$ cat src/rtl/rtt_pkg.sv
// Shared types and constants of the retransmit timer table.
// No dependencies; used by every other file of the block but the assertion header.
package rtt_pkg;

  localparam int SLOTS  = 16;
  localparam int SLOT_W = (SLOTS > 1) ? $clog2(SLOTS) : 1;
  localparam int SEQ_W  = 16;
  localparam int AGE_W  = 16;
  localparam int CMD_W  = 3;

  localparam logic [AGE_W-1:0] TIMEOUT_RST = 16'd100;

  typedef enum logic [CMD_W-1:0] {
    CMD_ADD   = 3'd0,
    CMD_ACK   = 3'd1,
    CMD_TICK  = 3'd2,
    CMD_CHECK = 3'd3,
    CMD_CLEAR = 3'd4
  } cmd_t;

  // Item travelling down the cell chain, with what it has gathered so far.
  typedef struct packed {
    logic              active;
    logic [CMD_W-1:0]  cmd;
    logic [SEQ_W-1:0]  seq;
    logic              matched;
    logic              free_found;
    logic [SLOT_W-1:0] free_idx;
    logic              best_found;
    logic [SEQ_W-1:0]  best_seq;
    logic              any_valid;
  } token_t;

  // Slot fill at the end of an add.
  typedef struct packed {
    logic              en;
    logic [SLOT_W-1:0] idx;
    logic [SEQ_W-1:0]  seq;
  } slot_wr_t;

endpackage

$ cat src/rtl/rtt_in_if.sv
// Command channel of the retransmit timer table: valid/ready plus payload.
// Depends on rtt_pkg for field widths.
interface rtt_in_if;
  logic                        valid;
  logic                        ready;
  logic [rtt_pkg::CMD_W-1:0]   command;
  logic [rtt_pkg::SEQ_W-1:0]   seq;

  modport source (output valid, output command, output seq, input ready);
  modport sink   (input valid, input command, input seq, output ready);
endinterface

$ cat src/rtl/rtt_out_if.sv
// Result channel of the retransmit timer table: valid/ready plus payload.
// Depends on rtt_pkg for field widths.
interface rtt_out_if;
  logic                        valid;
  logic                        ready;
  logic                        found_expired;
  logic [rtt_pkg::SEQ_W-1:0]   expired_seq;
  logic                        timeout_seen;
  logic                        table_empty;
  logic                        add_dropped;

  modport source (output valid, output found_expired, output expired_seq,
                  output timeout_seen, output table_empty, output add_dropped,
                  input ready);
  modport sink   (input valid, input found_expired, input expired_seq,
                  input timeout_seen, input table_empty, input add_dropped,
                  output ready);
endinterface

$ cat src/rtl/rtt_cell.sv
// One timer slot of the chain: holds valid, seq and age, updates them as the
// item passes, and hands the item to the next cell. Depends on rtt_pkg.
module rtt_cell (
  input  logic                        clk,
  input  logic                        rst_n,
  input  logic                        advance,
  input  logic [rtt_pkg::SLOT_W-1:0]  slot_idx,
  input  logic [rtt_pkg::AGE_W-1:0]   timeout,
  input  rtt_pkg::slot_wr_t           wr,
  input  rtt_pkg::token_t             tok_in,
  output rtt_pkg::token_t             tok_out
);

  logic                       valid_r, valid_nxt;
  logic [rtt_pkg::SEQ_W-1:0]  seq_r, seq_nxt;
  logic [rtt_pkg::AGE_W-1:0]  age_r, age_nxt;
  rtt_pkg::token_t            tok_r, tok_nxt;
  logic                       hit;
  logic                       wr_hit;

  assign hit    = valid_r && (seq_r == tok_in.seq);
  assign wr_hit = wr.en && (wr.idx == slot_idx);

  always_comb begin
    valid_nxt = valid_r;
    seq_nxt   = seq_r;
    age_nxt   = age_r;
    tok_nxt   = tok_in;
    if (tok_in.active) begin
      case (tok_in.cmd)
        rtt_pkg::CMD_ADD: begin
          if (hit) tok_nxt.matched = 1'b1;
          // take the first free slot seen along the chain
          if (!valid_r && !tok_in.free_found) begin
            tok_nxt.free_found = 1'b1;
            tok_nxt.free_idx   = slot_idx;
          end
        end
        rtt_pkg::CMD_ACK: begin
          if (hit) valid_nxt = 1'b0;
        end
        rtt_pkg::CMD_TICK: begin
          if (valid_r && (age_r < timeout)) age_nxt = age_r + 1'b1;
        end
        rtt_pkg::CMD_CHECK: begin
          if (valid_r && (age_r >= timeout) &&
              (!tok_in.best_found || (seq_r < tok_in.best_seq))) begin
            tok_nxt.best_found = 1'b1;
            tok_nxt.best_seq   = seq_r;
          end
        end
        rtt_pkg::CMD_CLEAR: begin
          valid_nxt = 1'b0;
        end
        default: begin
        end
      endcase
      tok_nxt.any_valid = tok_in.any_valid | valid_nxt;
    end
    if (wr_hit) begin
      valid_nxt = 1'b1;
      seq_nxt   = wr.seq;
      age_nxt   = '0;
    end
  end

  always_ff @(posedge clk) begin
    if (!rst_n) begin
      valid_r      <= 1'b0;
      tok_r.active <= 1'b0;
    end else if (advance) begin
      valid_r      <= valid_nxt;
      tok_r.active <= tok_nxt.active;
    end
    if (advance) begin
      seq_r              <= seq_nxt;
      age_r              <= age_nxt;
      tok_r.cmd          <= tok_nxt.cmd;
      tok_r.seq          <= tok_nxt.seq;
      tok_r.matched      <= tok_nxt.matched;
      tok_r.free_found   <= tok_nxt.free_found;
      tok_r.free_idx     <= tok_nxt.free_idx;
      tok_r.best_found   <= tok_nxt.best_found;
      tok_r.best_seq     <= tok_nxt.best_seq;
      tok_r.any_valid    <= tok_nxt.any_valid;
    end
  end

  assign tok_out = tok_r;

endmodule

$ cat src/rtl/retransmit_timer_table.sv
// Top level of the retransmit timer table: the cell chain, the add fill,
// the result register and the timeout register. Depends on rtt_pkg,
// rtt_in_if, rtt_out_if and rtt_cell.
//
// Usage:
//   in_ch carries one command item (add, acknowledge, tick, check, clear)
//   with a sequence number; out_ch returns exactly one result item for it.
//   cfg_we/cfg_wdata write timeout_r; write it only while no item is
//   in flight.
//   Each item walks the chain of SLOTS cells, one cell per cycle while the chain
//   is not frozen, and its result is then registered onto out_ch. One item is
//   in the chain at a time: in_ch.ready is low from acceptance until the item
//   leaves the last cell.
//   A result waits in the output register while out_ch.ready is low; if the
//   next item reaches the end of the chain meanwhile, the chain freezes until
//   the register frees up.
//   Reset empties every slot, drops the sticky timeout flag and sets the
//   timeout to 100 ticks; no clearing pass is needed.
module retransmit_timer_table (
  input  logic                        clk,
  input  logic                        rst_n,
  rtt_in_if.sink                      in_ch,
  rtt_out_if.source                   out_ch,
  input  logic                        cfg_we,
  input  logic [rtt_pkg::AGE_W-1:0]   cfg_wdata
);

  localparam int N = rtt_pkg::SLOTS;

  rtt_pkg::token_t            tok_q [N];
  rtt_pkg::token_t            inject;
  rtt_pkg::token_t            last;
  rtt_pkg::slot_wr_t          wr;

  logic [rtt_pkg::AGE_W-1:0]  timeout_r;
  logic                       busy_r, busy_nxt;
  logic                       latched_r, latched_nxt;
  logic                       out_valid_r, out_valid_nxt;
  logic                       found_r, found_nxt;
  logic [rtt_pkg::SEQ_W-1:0]  eseq_r, eseq_nxt;
  logic                       empty_r, empty_nxt;
  logic                       dropped_r, dropped_nxt;

  logic advance;
  logic accept;
  logic done;
  logic is_add;

  assign in_ch.ready = !busy_r;
  assign accept      = in_ch.valid && !busy_r;

  always_comb begin
    inject            = '0;
    inject.active     = accept;
    inject.cmd        = in_ch.command;
    inject.seq        = in_ch.seq;
  end

  assign last    = tok_q[N-1];
  // freeze the chain while a finished item cannot enter the output register
  assign advance = !(last.active && out_valid_r && !out_ch.ready);
  assign done    = last.active && advance;
  assign is_add  = (last.cmd == rtt_pkg::CMD_ADD);

  always_comb begin
    wr.en  = done && is_add && !last.matched && last.free_found;
    wr.idx = last.free_idx;
    wr.seq = last.seq;
  end

  for (genvar i = 0; i < N; i++) begin : g_cell
    rtt_cell u_cell (
      .clk      (clk),
      .rst_n    (rst_n),
      .advance  (advance),
      .slot_idx (rtt_pkg::SLOT_W'(i)),
      .timeout  (timeout_r),
      .wr       (wr),
      .tok_in   ((i == 0) ? inject : tok_q[(i == 0) ? 0 : i-1]),
      .tok_out  (tok_q[i])
    );
  end

  always_comb begin
    found_nxt   = found_r;
    eseq_nxt    = eseq_r;
    empty_nxt   = empty_r;
    dropped_nxt = dropped_r;
    latched_nxt = latched_r;
    if (done) begin
      found_nxt   = (last.cmd == rtt_pkg::CMD_CHECK) && last.best_found;
      eseq_nxt    = found_nxt ? last.best_seq : '0;
      dropped_nxt = is_add && !last.matched && !last.free_found;
      empty_nxt   = !(last.any_valid || wr.en);
      if (last.cmd == rtt_pkg::CMD_CLEAR) latched_nxt = 1'b0;
      else if (found_nxt)                 latched_nxt = 1'b1;
    end
  end

  always_comb begin
    busy_nxt      = busy_r;
    out_valid_nxt = out_valid_r;
    if (accept)       busy_nxt = 1'b1;
    else if (done)    busy_nxt = 1'b0;
    if (done)              out_valid_nxt = 1'b1;
    else if (out_ch.ready) out_valid_nxt = 1'b0;
  end

  always_ff @(posedge clk) begin
    if (!rst_n) begin
      timeout_r   <= rtt_pkg::TIMEOUT_RST;
      busy_r      <= 1'b0;
      latched_r   <= 1'b0;
      out_valid_r <= 1'b0;
    end else begin
      if (cfg_we) timeout_r <= cfg_wdata;
      busy_r      <= busy_nxt;
      latched_r   <= latched_nxt;
      out_valid_r <= out_valid_nxt;
    end
  end

  always_ff @(posedge clk) begin
    found_r   <= found_nxt;
    eseq_r    <= eseq_nxt;
    empty_r   <= empty_nxt;
    dropped_r <= dropped_nxt;
  end

  assign out_ch.valid         = out_valid_r;
  assign out_ch.found_expired = found_r;
  assign out_ch.expired_seq   = eseq_r;
  assign out_ch.timeout_seen  = latched_r;
  assign out_ch.table_empty   = empty_r;
  assign out_ch.add_dropped   = dropped_r;

endmodule

$ cat src/flat_wrapper.sv
// flat-port wrapper written by rule: the top's interface ports become plain ports
module retransmit_timer_table_flat 
  (clk, rst_n, cfg_we, cfg_wdata, in_ch_valid, in_ch_command, in_ch_seq, in_ch_ready, out_ch_valid, out_ch_found_expired, out_ch_expired_seq, out_ch_timeout_seen, out_ch_table_empty, out_ch_add_dropped, out_ch_ready);
  rtt_in_if in_ch_i ();
  rtt_out_if out_ch_i ();
  input  logic clk;
  input  logic rst_n;
  input  logic cfg_we;
  input  logic [rtt_pkg::AGE_W-1:0] cfg_wdata;
  input wire logic [$bits(in_ch_i.valid)-1:0] in_ch_valid;
  input wire logic [$bits(in_ch_i.command)-1:0] in_ch_command;
  input wire logic [$bits(in_ch_i.seq)-1:0] in_ch_seq;
  output wire logic [$bits(in_ch_i.ready)-1:0] in_ch_ready;
  output wire logic [$bits(out_ch_i.valid)-1:0] out_ch_valid;
  output wire logic [$bits(out_ch_i.found_expired)-1:0] out_ch_found_expired;
  output wire logic [$bits(out_ch_i.expired_seq)-1:0] out_ch_expired_seq;
  output wire logic [$bits(out_ch_i.timeout_seen)-1:0] out_ch_timeout_seen;
  output wire logic [$bits(out_ch_i.table_empty)-1:0] out_ch_table_empty;
  output wire logic [$bits(out_ch_i.add_dropped)-1:0] out_ch_add_dropped;
  input wire logic [$bits(out_ch_i.ready)-1:0] out_ch_ready;
  assign in_ch_i.valid = in_ch_valid;
  assign in_ch_i.command = in_ch_command;
  assign in_ch_i.seq = in_ch_seq;
  assign in_ch_ready = in_ch_i.ready;
  assign out_ch_valid = out_ch_i.valid;
  assign out_ch_found_expired = out_ch_i.found_expired;
  assign out_ch_expired_seq = out_ch_i.expired_seq;
  assign out_ch_timeout_seen = out_ch_i.timeout_seen;
  assign out_ch_table_empty = out_ch_i.table_empty;
  assign out_ch_add_dropped = out_ch_i.add_dropped;
  assign out_ch_i.ready = out_ch_ready;
  retransmit_timer_table u_core (.clk(clk), .rst_n(rst_n), .in_ch(in_ch_i), .out_ch(out_ch_i), .cfg_we(cfg_we), .cfg_wdata(cfg_wdata));
endmodule
$ cat config.mk
export PLATFORM = sky130hd
export DESIGN_NAME = retransmit_timer_table_flat
export DESIGN_NICKNAME = d
export VERILOG_FILES = /design/src/rtl/rtt_pkg.sv /design/src/rtl/rtt_in_if.sv /design/src/rtl/rtt_out_if.sv /design/src/rtl/rtt_cell.sv /design/src/rtl/retransmit_timer_table.sv /design/src/flat_wrapper.sv
export SDC_FILE = /design/constraint.sdc
export NUM_CORES = 2
export LEC_CHECK = 0
export ABC_CLOCK_PERIOD_IN_PS = 22700
export BUFFER_PORTS_ARGS = -buffer_cell sky130_fd_sc_hd__buf_4
export CAP_MARGIN = 10
export CORE_ASPECT_RATIO = 0.6
export CORE_UTILIZATION = 50
export CTS_CLUSTER_DIAMETER = 60
export DETAILED_ROUTE_END_ITERATION = 8
export PLACE_DENSITY = 0.65
export SLEW_MARGIN = 20
export SYNTH_ARGS = -nofsm -noshare
export SYNTH_HDL_FRONTEND = slang
export SYNTH_HIERARCHICAL = 1
export SYNTH_SLANG_ARGS = --single-unit
$ cat constraint.sdc
create_clock -name clk -period 22.7 [get_ports clk]
set_input_delay 2.27 -clock clk [delete_from_list [all_inputs] [get_ports clk]]
set_output_delay 2.27 -clock clk [all_outputs]
set_load 0.02 [all_outputs]
Yosys cells after proc, flatten, opt, wreduce, memory -nomap -nowiden
Index checks and enable logic that the tools add are counted.
{"block": "totals", "ff_bits": 1270}
{"block": "op_classes", "order_cmp": 47, "reduce_logical": 292, "muxes": 226, "eq_ne": 97, "addsub": 16, "n_bitwise": 16}
{"operator": "$mux 16", "n": 48}
{"operator": "$mux 17", "n": 31}
{"operator": "$lt 16x16->1", "n": 31}
{"operator": "$mux 24", "n": 15}
{"operator": "$add 16x1->16 const B", "n": 16}
{"operator": "$eq 16x16->1", "n": 16}
{"operator": "$ge 16x16->1", "n": 16}
{"operator": "$logic_and 1x1->1", "n": 104}
{"operator": "$reduce_bool 2->1", "n": 51}
{"operator": "$eq 3x2->1 const B", "n": 33}
{"operator": "$mux 6", "n": 15}
{"operator": "$mux 1", "n": 85}
{"operator": "$mux 5", "n": 16}
{"operator": "$reduce_and 2->1", "n": 35}
{"operator": "$reduce_and 4->1", "n": 16}
{"operator": "$eq 3x3->1 const B", "n": 17}
{"operator": "$logic_not 1->1", "n": 51}
{"operator": "$logic_not 3->1", "n": 17}
{"operator": "$eq 3x1->1 const B", "n": 16}
{"operator": "$eq 4x4->1 const B", "n": 8}
{"operator": "$pmux 1 s2", "n": 16}
{"operator": "$eq 4x3->1 const B", "n": 4}
{"operator": "$logic_or 1x1->1", "n": 16}
{"operator": "$or 1x1->1", "n": 15}
{"operator": "5 further kinds", "n": 6}

Logic depth before layout (Yosys ltp)
{"block": "logic_depth", "ltp_word": 10, "ltp_mapped": 10, "mapped_depth_nobuf": 9}

Cells and area by module
Netlist, hierarchy kept.
{"module": "rtt_cell (u_core.g_cell[0].u_cell ...)", "area_per_inst_um2": 4053.9, "cells_per_inst": 314, "n_inst": 14}
{"module": "rtt_cell (u_core.g_cell[15].u_cell)", "area_per_inst_um2": 4062.6, "cells_per_inst": 313, "n_inst": 1}
{"module": "rtt_cell (u_core.g_cell[9].u_cell)", "area_per_inst_um2": 4051.4, "cells_per_inst": 315, "n_inst": 1}
{"module": "retransmit_timer_table", "area_per_inst_um2": 1420.1, "cells_per_inst": 113, "n_inst": 1}

Least setup slack after synthesis
Ideal clock, no wire load.
{"block": "synth_path", "path_type": "input port to flip-flop", "from": "input port out_ch_ready", "to": "register u_core/g_cell[0].u_cell/age_r[0] (netlist bit), enable pin", "path_stages": 5, "path_buffers": 0, "arrival_ns": 20.060, "setup_slack_ns": 2.301, "path_cell_list": "nor2b_1 -> nand2_1 -> nand2_1 -> inv_1 -> a31o_2"}
{"block": "synth_via", "elab_chain_cells": 10, "word_cells_on_any_way": 13}
{"element": "start: declaration", "line": "flat_wrapper.sv:20", "source": "input wire logic [$bits(out_ch_i.ready)-1:0] out_ch_ready;"}
{"element": "$logic_not 1->1 *", "line": "retransmit_timer_table.sv:61", "source": "assign advance = !(last.active && out_valid_r && !out_ch.ready);"}
{"element": "$logic_and 1x1->1 *", "line": "retransmit_timer_table.sv:61"}
{"element": "$logic_not 1->1 *", "line": "retransmit_timer_table.sv:61"}
{"element": "net u_core.advance", "line": "retransmit_timer_table.sv:44", "source": "logic advance;"}
{"element": "$logic_and 1x1->1 *", "line": "retransmit_timer_table.sv:62", "source": "assign done = last.active && advance;"}
{"element": "$logic_and 1x1->1 * (3 in a row)", "line": "retransmit_timer_table.sv:66", "source": "wr.en = done && is_add && !last.matched && last.free_found;"}
{"element": "$logic_and 1x1->1 *", "line": "rtt_cell.sv:22", "source": "assign wr_hit = wr.en && (wr.idx == slot_idx);"}
{"element": "$reduce_bool 2->1 (no source line)"}
{"element": "$reduce_and 4->1 (no source line) *"}
{"element": "end signal: assignment", "line": "rtt_cell.sv:77", "source": "age_r <= age_nxt;"}
{"element": "end: declaration", "line": "rtt_cell.sv:16", "source": "logic [rtt_pkg::AGE_W-1:0] age_r, age_nxt;"}
The timed path passes the listed nets; every way through them passes the cells marked *.
A chain may end at the register's enable or synchronous reset.

Worst setup path in the final report
{"block": "layout_path", "from": "input port out_ch_ready", "to": "register u_core/g_cell[2].u_cell/age_r[3] (netlist bit), enable pin"}
{"block": "layout_via", "elab_chain_cells": 10, "word_cells_on_any_way": 13}
{"element": "$logic_not 1->1 *", "line": "retransmit_timer_table.sv:61"}
{"element": "$logic_and 1x1->1 *", "line": "retransmit_timer_table.sv:61"}
{"element": "$logic_not 1->1 *", "line": "retransmit_timer_table.sv:61"}
{"element": "net u_core.advance", "line": "retransmit_timer_table.sv:44"}
{"element": "$logic_and 1x1->1 *", "line": "retransmit_timer_table.sv:62"}
{"element": "$logic_and 1x1->1 * (3 in a row)", "line": "retransmit_timer_table.sv:66"}
{"element": "$logic_and 1x1->1 *", "line": "rtt_cell.sv:22"}
{"element": "$reduce_bool 2->1 (no source line)"}
{"element": "$reduce_and 4->1 (no source line) *"}
{"element": "end signal: assignment", "line": "rtt_cell.sv:77"}
{"element": "end: declaration", "line": "rtt_cell.sv:16"}
Marks and branches as above.

==> impl_metrics.prom <==
# TYPE chip_impl_metric gauge
chip_impl_info{name="run_status",value="finished clean"} 1
chip_impl_metric{name="synth.mux.area_fraction",unit="%"} 6.83
chip_impl_metric{name="post_synthesis_xor_xnor_area_fraction",unit="%"} 6.75
chip_impl_info{name="rsz0062_at_grt",value="false"} 1
chip_impl_metric{name="fp-row-count",unit=""} 103
chip_impl_info{name="highest_layer",value="met5"} 1
chip_impl_metric{name="max_slew.worst_pin.slew",unit="ns"} 1.17
chip_impl_metric{name="drcViolationCount",unit=""} 0
chip_impl_metric{name="routed-via-count",unit=""} 41000
chip_impl_metric{name="postCtsResizedCells",unit=""} 0
chip_impl_metric{name="total_switching_power",unit="mW"} 1.14
chip_impl_metric{name="grt_first_pass_wirelength",unit="mm"} 241
chip_impl_metric{name="final_layout_size_suffix_gt1_share",unit="%"} 13.5
chip_impl_metric{name="synthArstFlopShare",unit="%"} 0
chip_impl_metric{name="fp.dieArea",unit="sq um"} 134000
chip_impl_info{name="cts.root.buffer_cell",value="sky130_fd_sc_hd__clkbuf_16"} 1
chip_impl_metric{name="syn_std_cell_area",unit="sq um"} 66300
chip_impl_metric{name="p_sw_share",unit="%"} 22.4
chip_impl_metric{name="reg2regPathDepth",unit=""} 10
chip_impl_metric{name="setup_violations_final",unit=""} 0
chip_impl_metric{name="initial_core_util",unit="%"} 50.4
chip_impl_metric{name="die_width",unit="um"} 472
chip_impl_metric{name="power_frac_clock",unit="%"} 41.8
chip_impl_metric{name="worst_ep_arrival_time",unit="ns"} 8.80
chip_impl_metric{name="wl_per_cell",unit="um"} 21.5
chip_impl_info{name="tritoncts_clock_tree",value="yes"} 1
chip_impl_metric{name="detail_route.wirelength.met1",unit="mm"} 83.4
chip_impl_metric{name="combPwrFrac",unit="%"} 5.5
chip_impl_info{name="hold_crit_path_type",value="flip-flop to flip-flop"} 1
chip_impl_metric{name="postRouteWirelength",unit="mm"} 159
chip_impl_info{name="dominantRegCellSynth",value="sky130_fd_sc_hd__edfxtp_1"} 1
chip_impl_metric{name="viasPerCell",unit=""} 5.53
chip_impl_metric{name="worst_slew_margin_rel",unit="%"} 21.7
chip_impl_info{name="largest_family_of_logic_cells_by_synthesized_area",value="simple AND/OR/NAND/NOR gates"} 1
chip_impl_metric{name="drt_first_iter_violations",unit=""} 4311
chip_impl_info{name="crit_type",value="input port to flip-flop"} 1
chip_impl_metric{name="overflow",unit=""} 0
chip_impl_metric{name="number_of_global_route_vias_before_repair",unit=""} 38600
chip_impl_info{name="crit_path_end",value="u_core/g_cell[2].u_cell/age_r[3]"} 1
chip_impl_metric{name="yosys_register_bits",unit=""} 1270
chip_impl_metric{name="cts.clk_slew.worst_paths",unit="ns"} 0.06
chip_impl_metric{name="dpl.hpwl",unit="mm"} 116
chip_impl_info{name="crit-reg2reg-launch",value="u_core/out_ch.valid"} 1
chip_impl_metric{name="synthesis.instances",unit=""} 5137
chip_impl_metric{name="power_report.internal_total",unit="mW"} 3.96
chip_impl_metric{name="place_congestion",unit=""} 0.861
chip_impl_metric{name="max_clock_freq",unit="MHz"} 118
chip_impl_metric{name="coreArea",unit="sq um"} 132000
chip_impl_metric{name="vdd_ir_drop_max",unit="mV"} 0.0795
chip_impl_metric{name="setup_tns",unit="ns"} 0
chip_impl_metric{name="postLayoutCoreUtil",unit="%"} 56.3
chip_impl_metric{name="yosysWarningCount",unit=""} 6
chip_impl_metric{name="pin_count",unit=""} 62
chip_impl_metric{name="simple_gate_area_share_of_the_yosys_netlist",unit="%"} 10.2
chip_impl_metric{name="num-nets-final",unit=""} 6073
chip_impl_metric{name="place.port_buffers",unit=""} 61
chip_impl_metric{name="share_of_synthesized_area_occupied_by_flip_flops_and_latches",unit="%"} 56.8
chip_impl_metric{name="postCtsSetupBuffers",unit=""} 0
chip_impl_metric{name="grt_max_degree",unit=""} 201
chip_impl_info{name="worstSetupStartpointType",value="input port"} 1
chip_impl_metric{name="drv_slew",unit=""} 0
chip_impl_metric{name="clk_path_buf_depth",unit=""} 3
chip_impl_metric{name="cts_made_buffers",unit=""} 118
chip_impl_metric{name="yosys.area_share.adder",unit="%"} 9.66
chip_impl_metric{name="synth_cell_type_count",unit=""} 50
chip_impl_metric{name="grt_util_all_layers",unit="%"} 23.7
chip_impl_metric{name="die_y",unit="um"} 284
chip_impl_metric{name="critPathRequiredTime",unit="ns"} 23.06
chip_impl_metric{name="firstDrtPassIters",unit=""} 5
chip_impl_metric{name="ant_nets",unit=""} 0
chip_impl_metric{name="leakage_component_of_the_power",unit="nW"} 27.2
chip_impl_metric{name="layout-area-overhead-vs-synth",unit="%"} 11.8
chip_impl_metric{name="period_utilisation_layout",unit="%"} 37.2
chip_impl_metric{name="worstSkewPairLatency",unit="ns"} 0.78
chip_impl_info{name="r2r-end",value="u_core/g_cell[2].u_cell/age_r[3]"} 1
chip_impl_metric{name="htree_num_levels",unit=""} 3
chip_impl_metric{name="final.setup_skew",unit="ns"} 0.0751
chip_impl_metric{name="cts_hold_buffers",unit=""} 0
chip_impl_metric{name="wl_met3",unit="mm"} 13.4
chip_impl_metric{name="synth_edf_count",unit=""} 1219
chip_impl_info{name="cp-end-kind",value="flip-flop"} 1
chip_impl_metric{name="share_seq_of_total_power",unit="%"} 52.7
chip_impl_metric{name="syn-mean-instance-area",unit="sq um"} 12.9
chip_impl_info{name="setup.worst_path.start",value="out_ch_ready"} 1
chip_impl_metric{name="final_hold_violations",unit=""} 0
chip_impl_metric{name="rrSetupSlack",unit="ns"} 15.43
chip_impl_metric{name="critical_path.max_fanout",unit=""} 200
chip_impl_metric{name="cts.sinks",unit=""} 1270
chip_impl_metric{name="antenna_found_initial",unit=""} 10
chip_impl_metric{name="compound_cell_area_share_of_the_yosys_netlist",unit="%"} 5.96
chip_impl_metric{name="met2WireLength",unit="mm"} 59.5
chip_impl_metric{name="cap_viol_max_count",unit=""} 0
chip_impl_metric{name="final_period_minus_worst_setup_slack",unit="ns"} 8.44
chip_impl_metric{name="power_density",unit="nW/um^2"} 68.7
-- cells in the final DEF, fill, tap and decap left out, types with 17 or more instances in the layout --
cell type | netlist | routed
sky130_fd_sc_hd__a211oi_1 | 17 | 17
sky130_fd_sc_hd__a21oi_1 | 239 | 239
sky130_fd_sc_hd__a31o_2 | 32 | 32
sky130_fd_sc_hd__a31oi_1 | 18 | 18
sky130_fd_sc_hd__and2_1 | 17 | 17
sky130_fd_sc_hd__and3_1 | 79 | 79
sky130_fd_sc_hd__buf_4 | 2 | 122
sky130_fd_sc_hd__bufinv_16 | 0 | 18
sky130_fd_sc_hd__clkbuf_16 | 0 | 119
sky130_fd_sc_hd__clkinv_1 | 0 | 17
sky130_fd_sc_hd__clkinv_2 | 0 | 25
sky130_fd_sc_hd__conb_1 | 2 | 170
sky130_fd_sc_hd__dfxtp_1 | 51 | 51
sky130_fd_sc_hd__edfxtp_1 | 1219 | 1219
sky130_fd_sc_hd__ha_1 | 512 | 512
sky130_fd_sc_hd__inv_1 | 562 | 562
sky130_fd_sc_hd__mux2_2 | 160 | 160
sky130_fd_sc_hd__mux2_4 | 160 | 160
sky130_fd_sc_hd__mux2i_1 | 32 | 32
sky130_fd_sc_hd__nand2_1 | 229 | 228
sky130_fd_sc_hd__nand2b_1 | 80 | 80
sky130_fd_sc_hd__nand3_1 | 113 | 113
sky130_fd_sc_hd__nand4_1 | 192 | 192
sky130_fd_sc_hd__nor2_1 | 321 | 321
sky130_fd_sc_hd__nor2b_1 | 66 | 66
sky130_fd_sc_hd__nor4_2 | 16 | 32
sky130_fd_sc_hd__o211ai_1 | 17 | 17
sky130_fd_sc_hd__o21a_1 | 33 | 33
sky130_fd_sc_hd__o21ai_0 | 142 | 142
sky130_fd_sc_hd__o21bai_1 | 17 | 17
sky130_fd_sc_hd__o22ai_1 | 31 | 31
sky130_fd_sc_hd__or3_1 | 33 | 33
sky130_fd_sc_hd__xnor2_1 | 304 | 304
sky130_fd_sc_hd__xor2_1 | 207 | 207
-- worst min path at each step --
stage,cells past startpoint,start,to
after global placement,0,u_core/g_cell[13].u_cell/tok_out[36],u_core/g_cell[14].u_cell/tok_out[36]
after floorplan,0,u_core/g_cell[9].u_cell/tok_out[24],u_core/g_cell[10].u_cell/tok_out[24]
after global routing,0,u_core/g_cell[8].u_cell/tok_out[31],u_core/g_cell[9].u_cell/tok_out[31]
after CTS,0,u_core/g_cell[8].u_cell/tok_out[31],u_core/g_cell[9].u_cell/tok_out[31]
final,0,u_core/g_cell[8].u_cell/tok_out[24],u_core/g_cell[9].u_cell/tok_out[24]
after detailed placement,0,u_core/g_cell[13].u_cell/tok_out[33],u_core/g_cell[14].u_cell/tok_out[33]
-- cell usage after synthesis (all sizes together), types with 49 or more instances --
library cell	n	area share, %
inv	562	3.2
and3	79	0.75
nor4	49	0.61
mux2	320	6.3
dfxtp	51	1.5
xnor2	304	4.0
a21oi	239	1.8
nand2	229	1.3
edfxtp	1219	55
or3	50	0.59
nand4	192	1.8
nand2b	80	0.76
nand3	113	0.85
nor2b	66	0.62
nor2	321	1.8
o21ai	142	1.1
ha	512	9.7
xor2	207	2.7
-- routing by layer --
layer,global-route usage (%),vias up
met5,0,-
met4,4.80,2
met3,5.06,187
met2,30.1,1333
met1,39.9,20100
li1,-,19400
-- registers in the layout, summed over array words and instances (netlist names) --
name	cells
u_core/out_ch.table_empty	1
u_core/g_cell.u_cell/age_r	256
u_core/g_cell.u_cell/valid_r	16
u_core/g_cell.u_cell/seq_r	256
u_core/busy_r	1
u_core/out_ch.expired_seq	16
u_core/timeout_r	16
u_core/out_ch.timeout_seen	1
u_core/out_ch.found_expired	1
u_core/g_cell.u_cell/tok_out	704
u_core/out_ch.add_dropped	1
u_core/out_ch.valid	1
-- power groups by stage --
stage	Sequential, mW	Clock [mW]	Combinational [mW]
finish	2.69	2.13	0.278
global route	2.69	2.25	0.311
CTS	2.69	2.17	0.274
detailed placement	2.74	0	0.272
global placement	2.74	0	0.262
floorplan	2.71	0	0.177
-- area by class of cell --
| type | instances | area, sq um |
|---|---|---|
| Tap cell | 1785 | 2230 |
| Sequential cell | 1270 | 37600 |
| Antenna cell | 1 | 2.50 |
| Inverter | 562 | 2110 |
| Multi-Input combinational cell | 3435 | 26900 |
| Fill cell | 10700 | 57500 |
| Clock inverter | 82 | 1020 |
| Clock buffer | 143 | 3150 |
| Timing Repair Buffer | 134 | 1090 |
-- cell families (layout without fill, tap and decap cells) --
logic type / count (synthesis) / count (layout)
xor gates and xnor gates: 511 / 511
AOI/OAI and AO/OA: 613 / 613
adders and majority gates: 512 / 512
muxes: 352 / 352
and+or+nand+nor: 1277 / 1277
DFF: 1270 / 1270
other: 2 / 171
buffers and inverters: 600 / 921
-- worst max-delay path: stages --
cell and delay [ns]:
sky130_fd_sc_hd__buf_4 0.08, sky130_fd_sc_hd__nor2b_1 0.07, sky130_fd_sc_hd__nand2_4 0.63, sky130_fd_sc_hd__buf_12 0.80, sky130_fd_sc_hd__buf_4 0.82, sky130_fd_sc_hd__buf_4 0.82, sky130_fd_sc_hd__buf_4 0.88, sky130_fd_sc_hd__buf_4 0.80
sky130_fd_sc_hd__nand2_1 0.22, sky130_fd_sc_hd__inv_1 0.57, sky130_fd_sc_hd__a31o_2 0.52
-- through the flow --
stage	instance area, sq um	hold WS [ns]	instances	power [mW]	setup slack [ns]
CTS	74000	0.424	7401	5.13	14.26
detailed placement	69800	0.460	7176	3.01	13.47
floorplan	66900	0.449	5305	2.89	2.30
global route	74100	0.424	7411	5.26	13.69
finish	74100	0.433	7412	5.09	14.26
global placement	69800	0.460	7175	3.00	13.66
Note: power is estimated with default switching activity, not from simulation.
